## src/rtl/gpat_pkg.sv

```systemverilog
// Package for the game port axis timer: command and register codes,
// lane control struct and position/count helper functions.
// No dependencies.
`default_nettype none

package gpat_pkg;

	localparam int COUNT_RANGE = 64;
	localparam int CntProdW    = 17 + $clog2(COUNT_RANGE + 1);

	localparam logic [31:0] TimeoutReset = 32'd10000;
	localparam logic [15:0] BaseReset    = 16'd24;
	localparam logic [15:0] SpanReset    = 16'd1320;
	localparam logic [16:0] OffCentre    = 17'd32768;
	localparam logic [16:0] OffMax       = 17'd65536;

	typedef enum logic [1:0] {
		CMD_READ    = 2'd0,
		CMD_TRIGGER = 2'd1,
		CMD_SET_POS = 2'd2,
		CMD_SET_BTN = 2'd3
	} cmd_t;

	typedef enum logic [2:0] {
		REG_TIMED_MODE  = 3'd0,
		REG_ENABLE_MASK = 3'd1,
		REG_SWAP        = 3'd2,
		REG_TIMEOUT     = 3'd3,
		REG_BASE        = 3'd4,
		REG_SPAN        = 3'd5
	} reg_idx_t;

	typedef struct packed {
		logic timed;
		logic load;
		logic read;
		logic clear;
	} gpat_lane_ctl_t;

	// saturate to -32768..32768 and offset to 0..65536
	function automatic logic [16:0] pos_to_off(input logic signed [16:0] p);
		logic signed [17:0] s;
		s = $signed({p[16], p}) + 18'sd32768;
		if (s < 18'sd0)
			return 17'd0;
		else if (s > 18'sd65536)
			return OffMax;
		else
			return s[16:0];
	endfunction

	function automatic logic [7:0] count_of(input logic [16:0] off);
		logic [CntProdW-1:0] p;
		p = CntProdW'(off) * CntProdW'(COUNT_RANGE);
		return p[15 +: 8];
	endfunction

endpackage

`default_nettype wire

```

## src/rtl/gpat_lane.sv

```systemverilog
// One axis lane of the game port: read counter and timed-mode deadline.
// Depends on gpat_pkg.
`default_nettype none

module gpat_lane
	import gpat_pkg::*;
(
	input  wire logic           clk,
	input  wire logic           arst_n,
	input  wire gpat_lane_ctl_t ctl,
	input  wire logic [16:0]    src_off,
	input  wire logic [31:0]    now_us,
	input  wire logic [15:0]    base_us,
	input  wire logic [15:0]    span_us,
	output logic                active
);

	logic [7:0]  count_q;
	logic [31:0] deadline_q;
	logic [7:0]  count_eff;
	logic        count_nz;
	logic [32:0] prod;
	logic [31:0] delay;
	logic [31:0] elapsed;
	logic        passed;

	always_comb begin
		count_eff = ctl.clear ? 8'd0 : count_q;
		count_nz  = (count_eff != 8'd0);
		prod      = 33'(span_us) * 33'(src_off);
		delay     = 32'(base_us) + 32'(prod[32:16]);
		elapsed   = now_us - deadline_q;
		passed    = (elapsed != 32'd0) && !elapsed[31];
		active    = ctl.timed ? !passed : count_nz;
	end

	always_ff @(posedge clk or negedge arst_n) begin
		if (!arst_n) begin
			count_q    <= 8'd0;
			deadline_q <= 32'd0;
		end else begin
			if (ctl.load && !ctl.timed)
				count_q <= count_of(src_off);
			else if (ctl.read && !ctl.timed)
				count_q <= count_eff - 8'(count_nz);
			else if (ctl.clear)
				count_q <= 8'd0;
			if (ctl.load && ctl.timed)
				deadline_q <= now_us + delay;
		end
	end

endmodule

`default_nettype wire

```

## src/rtl/game_port_axis_timer_core.sv

```systemverilog
// Top level of the game port axis timer: request register, state, result register.
// Depends on gpat_pkg and gpat_lane.
//
// Usage: requests enter on in_valid/in_stall with cmd, stick_sel, item_sel,
// position, pressed and now_us. A read request (cmd 0) gives one status byte
// on out_valid/out_stall; trigger, set-position and set-button give none.
// Each accepted request is held in the request register and executed from
// it; a read's byte is loaded into the result register as the read executes,
// and out_valid rises with it.
// Throughput is one request per cycle while the receiver takes results.
// If a result is still held by out_stall, non-read requests keep executing;
// a following read waits in the request register and in_stall rises.
// Reset clears the request and result valid flags and all button and lane
// state, centres the axes and loads the register defaults (count mode, sticks
// disabled, timeout 10000, base 24, span 1320). The user must write registers
// through cfg_we, cfg_index and cfg_data while no request is in flight; the block does not check.
`default_nettype none

module game_port_axis_timer_core
	import gpat_pkg::*;
(
	input  wire logic               clk,
	input  wire logic               arst_n,
	input  wire logic               cfg_we,
	input  wire logic [2:0]         cfg_index,
	input  wire logic [31:0]        cfg_data,
	input  wire logic               in_valid,
	output logic                    in_stall,
	input  wire logic [1:0]         cmd,
	input  wire logic               stick_sel,
	input  wire logic               item_sel,
	input  wire logic signed [16:0] position,
	input  wire logic               pressed,
	input  wire logic [31:0]        now_us,
	output logic                    out_valid,
	input  wire logic               out_stall,
	output logic [7:0]              port_byte
);

	logic        timed_q;
	logic [1:0]  enable_q;
	logic        swap_q;
	logic [31:0] timeout_q;
	logic [15:0] base_q;
	logic [15:0] span_q;

	logic        valid_s1;
	cmd_t        cmd_s1;
	logic [1:0]  slot_s1;
	logic [16:0] pos_s1;
	logic        pressed_s1;
	logic [31:0] now_s1;

	logic [16:0] off_q [4];
	logic [3:0]  button_q;
	logic        pending_q;
	logic [31:0] trig_time_q;

	logic        out_valid_q;
	logic [7:0]  byte_q;

	logic                exec;
	logic                do_read;
	logic                do_trig;
	logic                tmo;
	logic [3:0]          lane_en;
	logic [3:0]          lane_active;
	gpat_lane_ctl_t      lane_ctl [4];
	logic [16:0]         lane_src [4];
	logic [7:0]          byte_d;

	assign exec     = valid_s1 && !((cmd_s1 == CMD_READ) && out_valid_q && out_stall);
	assign in_stall = valid_s1 && !exec;
	assign do_read  = exec && (cmd_s1 == CMD_READ);
	assign do_trig  = exec && (cmd_s1 == CMD_TRIGGER);
	assign tmo      = do_read && !timed_q && pending_q && ((now_s1 - trig_time_q) > timeout_q);
	assign lane_en  = {enable_q[1], enable_q[1], enable_q[0], enable_q[0]};

	always_comb begin
		lane_src[0] = off_q[0];
		lane_src[1] = off_q[1];
		lane_src[2] = swap_q ? off_q[3] : off_q[2];
		lane_src[3] = swap_q ? off_q[2] : off_q[3];
		for (int k = 0; k < 4; k++) begin
			lane_ctl[k].timed = timed_q;
			lane_ctl[k].load  = do_trig && lane_en[k];
			lane_ctl[k].read  = do_read && lane_en[k];
			lane_ctl[k].clear = tmo;
			byte_d[k]         = lane_en[k] ? lane_active[k] : 1'b1;
			byte_d[4 + k]     = lane_en[k] ? !button_q[k] : 1'b1;
		end
	end

	for (genvar k = 0; k < 4; k++) begin : g_lane
		gpat_lane u_lane (
			.clk     (clk),
			.arst_n  (arst_n),
			.ctl     (lane_ctl[k]),
			.src_off (lane_src[k]),
			.now_us  (now_s1),
			.base_us (base_q),
			.span_us (span_q),
			.active  (lane_active[k])
		);
	end

	always_ff @(posedge clk or negedge arst_n) begin
		if (!arst_n) begin
			timed_q   <= 1'b0;
			enable_q  <= 2'd0;
			swap_q    <= 1'b0;
			timeout_q <= TimeoutReset;
			base_q    <= BaseReset;
			span_q    <= SpanReset;
		end else if (cfg_we) begin
			unique case (cfg_index)
				REG_TIMED_MODE:  timed_q   <= cfg_data[0];
				REG_ENABLE_MASK: enable_q  <= cfg_data[1:0];
				REG_SWAP:        swap_q    <= cfg_data[0];
				REG_TIMEOUT:     timeout_q <= cfg_data;
				REG_BASE:        base_q    <= cfg_data[15:0];
				REG_SPAN:        span_q    <= cfg_data[15:0];
				default: ;
			endcase
		end
	end

	always_ff @(posedge clk or negedge arst_n) begin
		if (!arst_n) begin
			valid_s1 <= 1'b0;
		end else if (in_valid && !in_stall) begin
			valid_s1 <= 1'b1;
		end else if (exec) begin
			valid_s1 <= 1'b0;
		end
	end

	always_ff @(posedge clk) begin
		if (in_valid && !in_stall) begin
			cmd_s1     <= cmd_t'(cmd);
			slot_s1    <= {stick_sel, item_sel};
			pos_s1     <= pos_to_off(position);
			pressed_s1 <= pressed;
			now_s1     <= now_us;
		end
	end

	always_ff @(posedge clk or negedge arst_n) begin
		if (!arst_n) begin
			for (int k = 0; k < 4; k++)
				off_q[k] <= OffCentre;
			button_q    <= 4'd0;
			pending_q   <= 1'b0;
			trig_time_q <= 32'd0;
		end else if (exec) begin
			unique case (cmd_s1)
				CMD_READ: begin
					if (tmo)
						pending_q <= 1'b0;
				end
				CMD_TRIGGER: begin
					if (!timed_q) begin
						pending_q   <= 1'b1;
						trig_time_q <= now_s1;
					end
				end
				CMD_SET_POS: off_q[slot_s1]    <= pos_s1;
				CMD_SET_BTN: button_q[slot_s1] <= pressed_s1;
				default: ;
			endcase
		end
	end

	always_ff @(posedge clk or negedge arst_n) begin
		if (!arst_n) begin
			out_valid_q <= 1'b0;
		end else if (do_read) begin
			out_valid_q <= 1'b1;
		end else if (!out_stall) begin
			out_valid_q <= 1'b0;
		end
	end

	always_ff @(posedge clk) begin
		if (do_read)
			byte_q <= byte_d;
	end

	assign out_valid = out_valid_q;
	assign port_byte = byte_q;

endmodule

`default_nettype wire
```

## config.mk

```make
export PLATFORM = sky130hd
export DESIGN_NAME = game_port_axis_timer_core
export DESIGN_NICKNAME = d
export VERILOG_FILES = /design/src/rtl/gpat_pkg.sv /design/src/rtl/gpat_lane.sv /design/src/rtl/game_port_axis_timer_core.sv
export SDC_FILE = /design/constraint.sdc
export NUM_CORES = 2
export LEC_CHECK = 0
export ABC_CLOCK_PERIOD_IN_PS = 15200
export BUFFER_PORTS_ARGS = -buffer_cell sky130_fd_sc_hd__buf_2
export CORE_AREA = 2 2 594 449
export DETAILED_ROUTE_END_ITERATION = 8
export DIE_AREA = 0 0 596 451
export GPL_ROUTABILITY_DRIVEN = 0
export PLACE_DENSITY = 0.39
export SYNTH_ARGS = -nofsm -noshare
export SYNTH_HDL_FRONTEND = slang
export SYNTH_HIERARCHICAL = 1
export SYNTH_SLANG_ARGS = --single-unit
```

## constraint.sdc

```tcl
create_clock -name clk -period 15.2 [get_ports clk]
set_clock_uncertainty 0.05 [all_clocks]
set_input_delay 0.76 -clock clk [delete_from_list [all_inputs] [get_ports clk]]
set_output_delay 0.76 -clock clk [all_outputs]
set_load 0.1 [all_outputs]
```

==> impl_metrics.py <==
metrics = {
    "status": {
        "outcome": "completed",
    },
    "placed_design": {
        "post_dp_cell_area_um2": 70300,
        "io_buffer_count": 103,
        "hpwl_um": 177000,
    },
    "timing": {
        "worst_slew_pin_slew_ps": 1240,
        "rsz0062_at_grt": "no",
        "setup_viol": 0,
        "finalHoldViolCount": 0,
        "drv_slew": 0,
        "tns_ps": 0,
        "max-slew-margin-rel": 0.170,
        "fin_crit_ps": 10730,
        "fin_crit_sh": 0.706,
        "clock.fmax_mhz": 93.2,
    },
    "cts": {
        "clk_latency_ps": 710,
        "cts.hold.buffers_added": 0,
        "clk_pin_slew_worst_paths_ps": 60,
        "cts_sinks": 397,
        "cts_buffer_depth": 3,
        "cts_resized": 0,
        "postCtsSetupBuffers": 0,
        "cts_buffers": 56,
        "htree_levels": 2,
        "clock-root-buffer": "clkbuf_16",
        "cts_tree": "built",
    },
    "floorplan": {
        "num_io_pins": 104,
        "die_w_um": 596,
        "coreArea_um2": 264000,
        "dieArea_um2": 269000,
        "die-height_um": 451,
        "initial_core_util": 0.248,
        "rows": 164,
    },
    "yosys": {
        "synthArstFlopShare": 0.844,
        "synth_edf_count": 62,
        "synth_most_common_cell": "inv_1",
        "ys_seq_elements": 397,
        "syn-num-nets": 9063,
        "syn_area_um2": 65500,
        "synth.distinct_cells": 108,
        "synth_top_area_frac": 0.275,
        "synthesis.instances": 7391,
        "synth_flop_cell": "dfrtp_1",
        "syn_avg_cell_area_um2": 8.86,
        "yosysWarnings": 6,
        "synth_seq_area_share": 0.157,
        "synth_top_area_cell": "fa_1",
        "synth_common_cells": "inv_1 (1,299), nand2_1 (933), fa_1 (901), ha_1 (677), and2_1 (545)",
        "synth.area.top_cells": "fa_1 (28%), ha_1 (13%), dfrtp_1 (12%)",
    },
    "routing": {
        "via_per_inst": 4.71,
        "drcViolationCount": 0,
        "ant_nets": 0,
        "drt_pass1_iterations": 5,
        "routedWlPerCell_um": 21.2,
        "wirelength_um": 232000,
        "vias": 51567,
        "drt_iter0_markers": 3272,
    },
    "critical_path": {
        "worstPathRequired_ps": 15760,
        "cp-end-kind": "flop",
        "cpMostUsedCell": "fa_1",
        "critPathArrivalTime_ps": 11290,
        "start_kind": "flop",
        "slowest_delay_ps": 950,
        "critPathSlowestCell": "a41oi_1",
        "crit_path_max_fanout": 34,
        "reg2reg_depth": 29,
        "criticalPathCategory": "reg2reg",
    },
    "cells_and_area": {
        "fin_nets": 9082,
        "stdcell_area_um2": 72200,
        "fillers": 28393,
        "drive_above_1_share": 0.0803,
        "synthToLayoutAreaGrowth_pct": 10.3,
    },
    "global_route": {
        "grt_overflow": 0,
        "track_usage": 0.173,
        "grt_pass1_wl_um": 352000,
        "grt_max_degree": 136,
        "antenna_found_initial": 24,
        "grt_pass1_vias": 53493,
    },
    "hold_path": {
        "hold_path_class": "in2async",
    },
    "job": {
        "max_cap_violations": 0,
    },
}
==> placed cells by master (no fill, tap or decap), types with 104 or more instances in the layout <==
cell type,instances
mux2_2,190
a21oi_1,267
inv_1,1299
nand2_1,930
dfrtp_1,307
ha_1,677
fa_1,901
and2_1,545
nor2_1,286
o21ai_0,314
buf_4,104
xnor2_1,144
==> worst paths after layout <==
path	slack (ps)	end	start
setup / recovery	4470	g_lane[1].u_lane/deadline_q[20]	span_q[13]
hold / removal	80	lane_src[37]	arst_n
setup reg to reg	4470	g_lane[1].u_lane/deadline_q[20]	span_q[13]
hold reg to reg	430	g_lane[3].u_lane/deadline_q[28]	g_lane[3].u_lane/deadline_q[28]
max in group asynchronous	13000	g_lane[2].u_lane/count_q[5]	arst_n
min in group clk	170	now_s1[28]	now_us[28]
==> area by class of cell <==
class,instances,area [um2],share of cell area
Sequential cell,397,10300,0.142
Timing Repair Buffer,208,1330,0.0184
Inverter,1304,4890,0.0678
Multi-Input combinational cell,5443,49400,0.684
Clock inverter,35,418,0.00579
Tap cell,3486,4360,0.0604
Clock buffer,71,1540,0.0213
Antenna cell,3,7.51,0.000104
==> flip-flops by register name (all words and copies together), names as in the netlist, 17 cells and up <==
register and count:
g_lane.u_lane/count_q 32, timeout_q 32, pos_s1 17, now_s1 32, trig_time_q 32, lane_src 34, g_lane.u_lane/deadline_q 128, off_q 34
==> layer usage <==
metal	global-route usage	up-vias	wire length, um
met2	0.261	1115	98900
met3	0.0153	161	10100
met4	0.0300	6	4010
met5	0	-	45
li1	-	23875	-
met1	0.267	26410	119000
==> worst max-delay path, delay by kind of cell (launching register included) <==
family,cells,cell delay [ps]
buffers and inverters,2,690
and+or+nand+nor,5,600
DFF,1,720
xor gates and xnor gates,2,720
adders and majority gates,9,4200
AOI/OAI and AO/OA,11,3620
==> kinds of logic after synthesis <==
family / Yosys count / synth area share
and+or+nand+nor: 2295 / 0.171
adders and majority gates: 1578 / 0.405
buffers and inverters: 1551 / 0.0896
AOI/OAI and AO/OA: 1124 / 0.111
DFF: 397 / 0.157
xor gates and xnor gates: 242 / 0.0324
muxes: 204 / 0.0348
==> through the flow <==
stage	util	std cells	hold slack, ps	setup slack (ps)
2_1_floorplan	-	7391	393	6100
3_5_place_dp	0.266	10838	421	4470
3_3_place_gp	0.266	10838	413	4490
5_1_grt	0.274	10944	130	3880
6_report	0.274	10947	79.0	4470
4_1_cts	0.274	10944	104	4450
Power is not shown: default switching activity piles up to over one toggle a cycle in this logic, so the estimate is an artifact.
